===== src/dpts_pkg.sv =====
// ----------------------------------------------------------------------------
// dpts_pkg: shared types and codes for the dynamic priority task scheduler
// Operation, queue and task state codes, and the controller/datapath structs.
// ----------------------------------------------------------------------------
`default_nettype none

package dpts_pkg;

    // Item operation codes
    localparam logic [2:0] OP_ADD     = 3'd0;
    localparam logic [2:0] OP_SET     = 3'd1;
    localparam logic [2:0] OP_REFRESH = 3'd2;
    localparam logic [2:0] OP_LOCK    = 3'd3;
    localparam logic [2:0] OP_SCHED   = 3'd4;

    // Queue membership codes
    localparam logic [1:0] Q_FREE   = 2'd0;
    localparam logic [1:0] Q_READY  = 2'd1;
    localparam logic [1:0] Q_WAIT   = 2'd2;
    localparam logic [1:0] Q_ZOMBIE = 2'd3;

    // Task state codes
    localparam logic [1:0] ST_READY  = 2'd0;
    localparam logic [1:0] ST_WAIT   = 2'd1;
    localparam logic [1:0] ST_ZOMBIE = 2'd2;
    localparam logic [1:0] ST_BAD    = 2'd3;

    // Controller states
    typedef enum logic [2:0] {
        S_IDLE,
        S_EXEC,
        S_RF,
        S_PREV,
        S_PREV_WR,
        S_SCAN,
        S_DONE
    } state_t;

    // Commands from controller to datapath
    typedef struct packed {
        logic load;
        logic exec;
        logic rf_step;
        logic prev_rd;
        logic prev_wr;
        logic scan_step;
        logic k_clr;
        logic finish;
    } cmd_t;

    // Status from datapath to controller
    typedef struct packed {
        logic run_sched;
        logic pending;
        logic prev_valid;
        logic k_end;
        logic out_full;
    } status_t;

endpackage

`default_nettype wire


===== src/dpts_ram.sv =====
// ----------------------------------------------------------------------------
// dpts_ram: generic simple dual-port RAM
// One write port, one read port with registered read data.
// ----------------------------------------------------------------------------
`default_nettype none

module dpts_ram #(
    parameter int WIDTH = 8,
    parameter int DEPTH = 16
) (
    input  wire logic                     aclk,
    input  wire logic                     we,
    input  wire logic [$clog2(DEPTH)-1:0] waddr,
    input  wire logic [WIDTH-1:0]         wdata,
    input  wire logic [$clog2(DEPTH)-1:0] raddr,
    output logic      [WIDTH-1:0]         rdata
);

    logic [WIDTH-1:0] mem [DEPTH];

    always_ff @(posedge aclk) begin
        if (we) begin
            mem[waddr] <= wdata;
        end
        rdata <= mem[raddr];
    end

endmodule

`default_nettype wire


===== src/dpts_ctrl.sv =====
// ----------------------------------------------------------------------------
// dpts_ctrl: scheduler sequencer
// Steps an item through execute, refresh sweep, previous-task reset and scan.
// ----------------------------------------------------------------------------
`default_nettype none

module dpts_ctrl
    import dpts_pkg::*;
(
    input  wire logic    aclk,
    input  wire logic    aresetn,
    input  wire logic    s_tvalid,
    output logic         s_tready,
    input  wire status_t st,
    output cmd_t         cmd
);

    state_t state_reg, state_next;

    // State register
    always_ff @(posedge aclk) begin
        if (!aresetn) begin
            state_reg <= S_IDLE;
        end else begin
            state_reg <= state_next;
        end
    end

    // Next state and commands
    always_comb begin
        state_next = state_reg;
        cmd        = '0;
        s_tready   = 1'b0;
        unique case (state_reg)
            S_IDLE: begin
                s_tready = 1'b1;
                if (s_tvalid) begin
                    cmd.load   = 1'b1;
                    state_next = S_EXEC;
                end
            end
            S_EXEC: begin
                if (st.run_sched) begin
                    cmd.k_clr  = 1'b1;
                    state_next = st.pending ? S_RF : S_PREV;
                end else begin
                    cmd.exec   = 1'b1;
                    state_next = S_DONE;
                end
            end
            S_RF: begin
                cmd.rf_step = 1'b1;
                if (st.k_end) begin
                    cmd.k_clr  = 1'b1;
                    state_next = S_PREV;
                end
            end
            S_PREV: begin
                cmd.k_clr = 1'b1;
                if (st.prev_valid) begin
                    cmd.prev_rd = 1'b1;
                    state_next  = S_PREV_WR;
                end else begin
                    state_next = S_SCAN;
                end
            end
            S_PREV_WR: begin
                cmd.prev_wr = 1'b1;
                cmd.k_clr   = 1'b1;
                state_next  = S_SCAN;
            end
            S_SCAN: begin
                cmd.scan_step = 1'b1;
                if (st.k_end) begin
                    state_next = S_DONE;
                end
            end
            S_DONE: begin
                if (!st.out_full) begin
                    cmd.finish = 1'b1;
                    state_next = S_IDLE;
                end
            end
            default: begin
                state_next = S_IDLE;
            end
        endcase
    end

endmodule

`default_nettype wire


===== src/dpts_dp.sv =====
// ----------------------------------------------------------------------------
// dpts_dp: scheduler datapath
// Task table, priority and counter RAMs, sweep counter and result register.
// ----------------------------------------------------------------------------
`default_nettype none

module dpts_dp
    import dpts_pkg::*;
#(
    parameter int TASK_SLOTS = 16
) (
    input  wire logic        aclk,
    input  wire logic        aresetn,
    input  wire cmd_t        cmd,
    output status_t          st,
    input  wire logic        cfg_we,
    input  wire logic [6:0]  cfg_base,
    input  wire logic [17:0] item,
    output logic             out_valid,
    input  wire logic        out_ready,
    output logic [8:0]       out_data
);

    localparam int IW = $clog2(TASK_SLOTS);
    localparam int KW = $clog2(TASK_SLOTS + 1);
    localparam int SW = (IW > 4) ? IW : 4;

    // Control state
    logic [1:0]    memb_reg  [TASK_SLOTS];
    logic [1:0]    tstate_reg[TASK_SLOTS];
    logic [KW-1:0] cur_reg;
    logic [KW-1:0] k_reg;
    logic          pending_reg, locked_reg, found_reg, out_valid_reg;
    logic [6:0]    base_reg;

    // Payload state
    logic [2:0]    op_reg;
    logic [3:0]    slot_reg;
    logic [1:0]    nst_reg;
    logic [7:0]    prio_reg;
    logic          lockv_reg;
    logic [IW-1:0] pick_reg;
    logic [9:0]    best_reg;
    logic          sw_reg, wake_reg, skip_reg, warn_reg;
    logic [8:0]    out_data_reg;

    // RAM ports
    logic          cnt_we;
    logic [IW-1:0] cnt_waddr;
    logic [9:0]    cnt_wdata, cnt_rdata;
    logic [IW-1:0] prio_raddr;
    logic [7:0]    prio_rdata;

    logic [SW-1:0] slot_w;
    logic [IW-1:0] slot_idx, j_idx, maddr, prev_idx;
    logic [KW-1:0] k_m1;
    logic          slot_ok, proc, is_ready, better, add_ok;
    logic [1:0]    m_cur, s_cur;
    logic [9:0]    floor2, reload;
    logic          found_next;
    logic [IW-1:0] pick_next;
    logic [9:0]    best_next;
    logic [KW-1:0] cur_next;
    logic [KW+4:0] cur_w;

    // Address decode and table read
    always_comb begin
        slot_w   = SW'(slot_reg);
        slot_idx = slot_w[IW-1:0];
        slot_ok  = (32'(slot_reg) < TASK_SLOTS);
        k_m1     = k_reg - 1'b1;
        j_idx    = k_m1[IW-1:0];
        prev_idx = cur_reg[IW-1:0];
        maddr    = cmd.exec ? slot_idx : j_idx;
        m_cur    = memb_reg[maddr];
        s_cur    = tstate_reg[maddr];
        proc     = (k_reg != '0);
        add_ok   = slot_ok && (m_cur == Q_FREE || m_cur == Q_ZOMBIE);
        floor2   = {2'b00, base_reg, 1'b0};
        reload   = floor2 + {2'b00, prio_rdata};
    end

    // Scan compare
    always_comb begin
        is_ready   = (m_cur == Q_READY);
        better     = !found_reg || (cnt_rdata < best_reg);
        found_next = found_reg;
        pick_next  = pick_reg;
        best_next  = best_reg;
        if (proc && is_ready && better) begin
            found_next = 1'b1;
            pick_next  = j_idx;
            best_next  = cnt_rdata;
        end
        cur_next = found_next ? KW'(pick_next) : KW'(TASK_SLOTS);
    end

    // Counter RAM write select
    always_comb begin
        cnt_we    = 1'b0;
        cnt_waddr = j_idx;
        cnt_wdata = cnt_rdata - 1'b1;
        if (cmd.exec && op_reg == OP_ADD && add_ok) begin
            cnt_we    = 1'b1;
            cnt_waddr = slot_idx;
            cnt_wdata = {2'b00, prio_reg};
        end else if (cmd.rf_step && proc && m_cur == Q_WAIT && s_cur == ST_READY) begin
            cnt_we    = 1'b1;
            cnt_wdata = reload;
        end else if (cmd.prev_wr) begin
            cnt_we    = 1'b1;
            cnt_waddr = prev_idx;
            cnt_wdata = {2'b00, prio_rdata};
        end else if (cmd.scan_step && proc && is_ready && cnt_rdata > floor2) begin
            cnt_we = 1'b1;
        end
        prio_raddr = cmd.prev_rd ? prev_idx : k_reg[IW-1:0];
    end

    dpts_ram #(.WIDTH(8), .DEPTH(TASK_SLOTS)) u_prio_ram (
        .aclk  (aclk),
        .we    (cmd.exec && op_reg == OP_ADD && add_ok),
        .waddr (slot_idx),
        .wdata (prio_reg),
        .raddr (prio_raddr),
        .rdata (prio_rdata)
    );

    dpts_ram #(.WIDTH(10), .DEPTH(TASK_SLOTS)) u_cnt_ram (
        .aclk  (aclk),
        .we    (cnt_we),
        .waddr (cnt_waddr),
        .wdata (cnt_wdata),
        .raddr (k_reg[IW-1:0]),
        .rdata (cnt_rdata)
    );

    // Control registers
    always_ff @(posedge aclk) begin
        if (!aresetn) begin
            for (int i = 0; i < TASK_SLOTS; i++) begin
                memb_reg[i]   <= Q_FREE;
                tstate_reg[i] <= ST_READY;
            end
            cur_reg       <= KW'(TASK_SLOTS);
            k_reg         <= '0;
            pending_reg   <= 1'b0;
            locked_reg    <= 1'b0;
            found_reg     <= 1'b0;
            out_valid_reg <= 1'b0;
            base_reg      <= '0;
        end else begin
            if (cfg_we) begin
                base_reg <= cfg_base;
            end
            if (cmd.k_clr) begin
                k_reg     <= '0;
                found_reg <= 1'b0;
            end else if (cmd.rf_step || cmd.scan_step) begin
                k_reg <= k_reg + 1'b1;
            end
            if (cmd.scan_step) begin
                found_reg <= found_next;
            end
            // Non-schedule operations
            if (cmd.exec) begin
                case (op_reg)
                    OP_ADD: begin
                        if (add_ok) begin
                            memb_reg[slot_idx]   <= Q_READY;
                            tstate_reg[slot_idx] <= ST_READY;
                        end
                    end
                    OP_SET: begin
                        if (slot_ok && m_cur != Q_FREE && nst_reg != ST_BAD) begin
                            tstate_reg[slot_idx] <= nst_reg;
                        end
                    end
                    OP_REFRESH: pending_reg <= 1'b1;
                    OP_LOCK:    locked_reg  <= lockv_reg;
                    default: ;
                endcase
            end
            // Queue refresh sweep
            if (cmd.rf_step && proc) begin
                if (m_cur == Q_READY && s_cur == ST_WAIT) begin
                    memb_reg[j_idx] <= Q_WAIT;
                end else if ((m_cur == Q_READY || m_cur == Q_WAIT) && s_cur == ST_ZOMBIE) begin
                    memb_reg[j_idx] <= Q_ZOMBIE;
                end else if (m_cur == Q_WAIT && s_cur == ST_READY) begin
                    memb_reg[j_idx] <= Q_READY;
                end
            end
            if (cmd.rf_step && st.k_end) begin
                pending_reg <= 1'b0;
            end
            if (cmd.scan_step && st.k_end) begin
                cur_reg <= cur_next;
            end
            // Result handshake
            if (cmd.finish) begin
                out_valid_reg <= 1'b1;
            end else if (out_ready) begin
                out_valid_reg <= 1'b0;
            end
        end
    end

    // Payload registers
    always_ff @(posedge aclk) begin
        if (cmd.load) begin
            op_reg    <= item[2:0];
            slot_reg  <= item[6:3];
            nst_reg   <= item[8:7];
            prio_reg  <= item[16:9];
            lockv_reg <= item[17];
            sw_reg    <= 1'b0;
            wake_reg  <= 1'b0;
            skip_reg  <= 1'b0;
            warn_reg  <= 1'b0;
        end
        if (cmd.exec && op_reg == OP_LOCK && lockv_reg) begin
            warn_reg <= locked_reg;
        end
        if (cmd.exec && op_reg == OP_SCHED) begin
            skip_reg <= 1'b1;
        end
        if (cmd.rf_step && proc && (m_cur == Q_READY || m_cur == Q_WAIT)
                && s_cur == ST_ZOMBIE) begin
            wake_reg <= 1'b1;
        end
        if (cmd.scan_step) begin
            pick_reg <= pick_next;
            best_reg <= best_next;
            if (st.k_end) begin
                sw_reg <= (cur_next != cur_reg);
            end
        end
        if (cmd.finish) begin
            out_data_reg <= {warn_reg, skip_reg, wake_reg, sw_reg, cur_w[4:0]};
        end
    end

    assign cur_w = (KW + 5)'(cur_reg);

    // Status
    always_comb begin
        st.run_sched  = (op_reg == OP_SCHED) && !locked_reg;
        st.pending    = pending_reg;
        st.prev_valid = (32'(cur_reg) < TASK_SLOTS);
        st.k_end      = (32'(k_reg) == TASK_SLOTS);
        st.out_full   = out_valid_reg && !out_ready;
    end

    assign out_valid = out_valid_reg;
    assign out_data  = out_data_reg;

endmodule

`default_nettype wire


===== src/dynamic_priority_task_scheduler.sv =====
// ----------------------------------------------------------------------------
// dynamic_priority_task_scheduler: aging task scheduler, top level
// Non-schedule items pass through execute and done into the result register.
// A schedule item adds a scan sweep over all slots, a counter reset step if a
// task was running, and a refresh sweep if one is pending (sweeps over the RAMs).
// A new item is accepted while the previous result still waits.
// Reset (aresetn low, synchronous) empties all queues, idles, clears locks.
// ----------------------------------------------------------------------------
`default_nettype none

module dynamic_priority_task_scheduler
    import dpts_pkg::*;
#(
    parameter int TASK_SLOTS = 16
) (
    input  wire logic        aclk,
    input  wire logic        aresetn,
    // config: high_priority_base
    input  wire logic        cfg_valid,
    output logic             cfg_ready,
    input  wire logic [6:0]  cfg_data,
    // s_tdata: op[2:0], slot[6:3], new_state[8:7], priority_req[16:9],
    //          lock_value[17], zero pad
    input  wire logic        s_tvalid,
    output logic             s_tready,
    input  wire logic [23:0] s_tdata,
    // m_tdata: chosen_task[4:0], switched[5], reaper_wake[6],
    //          skipped_locked[7], deadlock_warn[8], zero pad
    output logic             m_tvalid,
    input  wire logic        m_tready,
    output logic [15:0]      m_tdata
);

    cmd_t       cmd;
    status_t    st;
    logic [8:0] out_data;

    assign cfg_ready = 1'b1;

    dpts_ctrl u_ctrl (
        .aclk     (aclk),
        .aresetn  (aresetn),
        .s_tvalid (s_tvalid),
        .s_tready (s_tready),
        .st       (st),
        .cmd      (cmd)
    );

    dpts_dp #(.TASK_SLOTS(TASK_SLOTS)) u_dp (
        .aclk      (aclk),
        .aresetn   (aresetn),
        .cmd       (cmd),
        .st        (st),
        .cfg_we    (cfg_valid),
        .cfg_base  (cfg_data),
        .item      (s_tdata[17:0]),
        .out_valid (m_tvalid),
        .out_ready (m_tready),
        .out_data  (out_data)
    );

    assign m_tdata = {7'd0, out_data};

endmodule

`default_nettype wire


===== config.mk =====
export PLATFORM = sky130hd
export DESIGN_NAME = dynamic_priority_task_scheduler
export DESIGN_NICKNAME = d
export VERILOG_FILES = /design/src/dpts_pkg.sv /design/src/dpts_ram.sv /design/src/dpts_ctrl.sv /design/src/dpts_dp.sv /design/src/dynamic_priority_task_scheduler.sv
export SDC_FILE = /design/constraint.sdc
export NUM_CORES = 1
export LEC_CHECK = 0
export ABC_AREA = 0
export BUFFER_PORTS_ARGS = -buffer_cell sky130_fd_sc_hd__buf_2
export CAP_MARGIN = 25
export CORE_ASPECT_RATIO = 1.1
export CORE_MARGIN = 4
export CORE_UTILIZATION = 50
export CTS_CLUSTER_DIAMETER = 80
export DETAILED_ROUTE_END_ITERATION = 6
export PLACE_DENSITY = 0.66
export SKIP_CTS_REPAIR_TIMING = 1
export SLEW_MARGIN = 10
export SYNTH_ARGS = -nofsm -noshare
export SYNTH_HDL_FRONTEND = slang
export SYNTH_SLANG_ARGS = --single-unit

===== constraint.sdc =====
create_clock -name aclk -period 5.4 [get_ports aclk]
set_input_delay 0.27 -clock aclk [delete_from_list [all_inputs] [get_ports aclk]]
set_output_delay 0.27 -clock aclk [all_outputs]
set_load 0.01 [all_outputs]

==> run metrics <==
fin. max-slew vios 0; number of port buffers 40; number of placed instances with taps included 2030; CP delay by family, top simple AND/OR/NAND/NOR gates; 1st-pass router iterations 7; Synth area leader edfxtp_1; via density per instance approximately 6.0; area of the multi-input gates 0.00677 mm^2; type of the worst setup path reg2reg; core region area 0.0394 mm^2; total clock buffers created by CTS 46; residual antenna-violating net count after detailed routing 0; maximum vdd drop 0.263 mV; Routed met1 length 20.6 mm; final period utilization 0.924; worst reg2reg startpoint u_dp.op_reg[1]$_DFFE_PP_; number of flops mapped to enable cells by yosys 394; dominant cells by area after synthesis edfxtp_1 (59%), mux4_2 (5.6%), dfxtp_1 (4.5%); First DRT Iteration DRCs roughly 1000; clock root cell clkbuf_16; mean cell area of the mapped netlist 13.4 um^2; Finish-stage setup viols 0; critical path depth in cells 13; setup tns final 0 ps; total overflow reported by the global router 0; setup repair after global routing missed its margin false; startpoint types flop; commonest cells after routing, fill and taps aside edfxtp_1 (394), nand2_1 (142), buf_4 (83); Gate Count Post-Synth 1487; Final Cell Area 0.0228 mm^2; area growth from synthesis to layout 14.3%; all-layer global routing usage 0.224; distinct cell type count after synthesis 86; initial antenna violation count 0; Max Fclk about 200 MHz; number of buffer and inverter instances along the worst setup path 0; part of the Yosys area used for sequential elements 0.637; total length of routed met3 wires 2.53 mm; initial standard-cell utilization of the core 0.508; row count 76; share of post-route cells with drive strength above 1 0.176; MaxCap Viol Count 0; gp weighted congestion 0.900; critical path, cell by cell or4b_1 -> and3_1 -> nor2_8 -> mux2i_1 -> a211oi_1 -> or2_2 -> mux2_2 -> ha_1 -> o2111a_1 -> and3_1 -> a221oi_4 -> mux2_2 -> o21ai_0; flip-flop count of the largest register, all copies and words added 160; boundary pin count 55; share of flip-flops with an asynchronous set or reset after synthesis 0; setup clock skew after layout between 15 and 20 ps; total routed wirelength 48.6 mm; Hold Crit Class in2reg; depth of the CTS H-tree 2; max-slew headroom at the worst pin 0.336; depth of the most critical reg-to-reg path 13; DIE HEIGHT 218 um; leading cell type in the layout, fill and taps excluded edfxtp_1; last element of the critical path u_dp.memb_reg[9][1]$_SDFFCE_PN0P_; total number of nets in the final design 1661; Final Total Pwr 0.0105 W; Yosys top cell area share 0.592; largest net degree at the start of global routing 49; Sequential Area 0.0127 mm^2; largest register by flop count u_dp.u_cnt_ram.mem; placed standard-cell area 0.0211 mm^2; Max Fanout on Critical Path 12; Finished Layout Cells 2138; worst setup slack before clock tree synthesis roughly 420 ps; Bufs on Longest Clock Path 3; Syn Std Cell Area 0.0200 mm^2; post-synthesis register bit count 439; drt wl/cell 22.7 um; final period demand of the worst path 4990 ps; biggest regs u_dp.u_cnt_ram.mem: 160 flops, u_dp.u_prio_ram.mem: 128 flops; TritonCTS clock tree built; register-to-register path setup slack 410 ps; DIE AREA around 0.043 mm^2; launching instance or port of the critical path u_dp.op_reg[1]$_DFFE_PP_; worst skew pair latency 590 ps; DR DRC count 0; Lkg Pwr 7.76 nW; violated checks hold timing; top layer used by detailed routing met4; slew at the pin closest to its max-slew limit 975 ps; run status finished with violations; total length of routed met2 wires between 20 and 25 mm; Reg2Reg Capture Point u_dp.memb_reg[9][1]$_SDFFCE_PN0P_; number of global-route vias before repair 12800; arrival time at the worst endpoint between 5000 and 6000 ps; power density over the cells 458 mW/mm^2; sinks on the clock net between 400 and 500; width of the die 199 um; post-route worst setup slack 410 ps; Hold Slack -28.1 ps; Synth Warn # 0; library cell contributing the largest single delay on the critical path or4b_1; first-pass GRT wire length between 70 and 80 mm; Main synth FF type edfxtp_1; via count approximately 13000; maximum cell stage delay along the critical path 730 ps; final-layout fill cell count 3105; clock slew at the register clock pins of the worst setup and hold paths 60 ps; Critical Path End Type flop; final hold viol count 1; number of antenna repair diodes 0; Detail Placement HPWL approximately 33 mm; Crit path required time 5660 ps
[metal layers]
layer,GRT usage,vias to the layer above
li1,-,5931
met1,0.306,6323
met2,0.362,391
met3,0.0351,106
met4,0.0910,0
met5,0,-
[Yosys cell counts, types with 28 or more instances]
library cell  count
edfxtp_1        394
nand2_1         142
nor2_1           71
o21ai_0          67
a21oi_1          66
clkbuf_1         56
a211oi_1         52
nor2b_1          51
mux4_2           50
dfxtp_1          45
nor3_1           42
mux2i_1          38
and2_1           36
inv_1            35
ha_1             28
[stage by stage]
step	utilization	hold WS [ps]
after global placement	0.535	413
after global routing	0.580	4.40
after floorplan	-	369
final	0.580	-28.1
after CTS	0.573	-166
after detailed placement	0.536	416
[cell type report]
type,instances,share of cell area
flip-flops and latches,439,0.558
multi-input cells,925,0.296
clock buffers,62,0.0544
repair buffers,149,0.0479
well taps,507,0.0278
clock inverters,21,0.0100
inverters,35,0.00575
[cells by family (layout without fill, tap and decap cells)]
logic type / after synthesis / count (layout) / share of synthesized area
flops: 439 / 439 / 0.637
other cells: 2 / 8 / 0.000376
buf+inv: 129 / 267 / 0.0282
mux: 97 / 97 / 0.0805
xor+xnor: 19 / 19 / 0.00833
simple gates: 444 / 444 / 0.115
fa+ha+maj: 29 / 29 / 0.0185
compound gates: 328 / 328 / 0.112
[power breakdown]
group          total, W  internal, W  leakage (nW)  switching, W
Sequential      0.00441      0.00420          4.01      0.000211
Clock           0.00306      0.00173         0.718       0.00133
Combinational   0.00299      0.00108          3.04       0.00190
[worst register-to-register path, stage by stage (launching register included)]
cell      delay (ps)
edfxtp_1         470
or4b_1           730
and3_1           350
nor2_8           230
mux2i_1          230
a211oi_1         100
or2_2            320
mux2_2           290
ha_1             200
o2111a_1         140
and3_1           270
a221oi_4         540
mux2_2           500
o21ai_0          300
[how the worst min path moves through the flow]
stage                                          endpoint                   startpoint  slack, ps  cells after the start
after floorplan                u_dp.lockv_reg$_DFFE_PP_                  s_tdata[17]        370                      0
after global placement       u_dp.out_data[8]$_DFFE_PP_  u_dp.warn_reg$_SDFFCE_PN0P_        410                      0
after detailed placement     u_dp.out_data[8]$_DFFE_PP_  u_dp.warn_reg$_SDFFCE_PN0P_        420                      0
after CTS                      u_dp.lockv_reg$_DFFE_PP_                  s_tdata[17]       -170                      1
after global routing      u_dp.base_reg[4]$_SDFFE_PN0P_                  cfg_data[4]          4                      3
final                     u_dp.base_reg[4]$_SDFFE_PN0P_                  cfg_data[4]        -30                      3
Note: power is estimated with default switching activity, not from simulation.
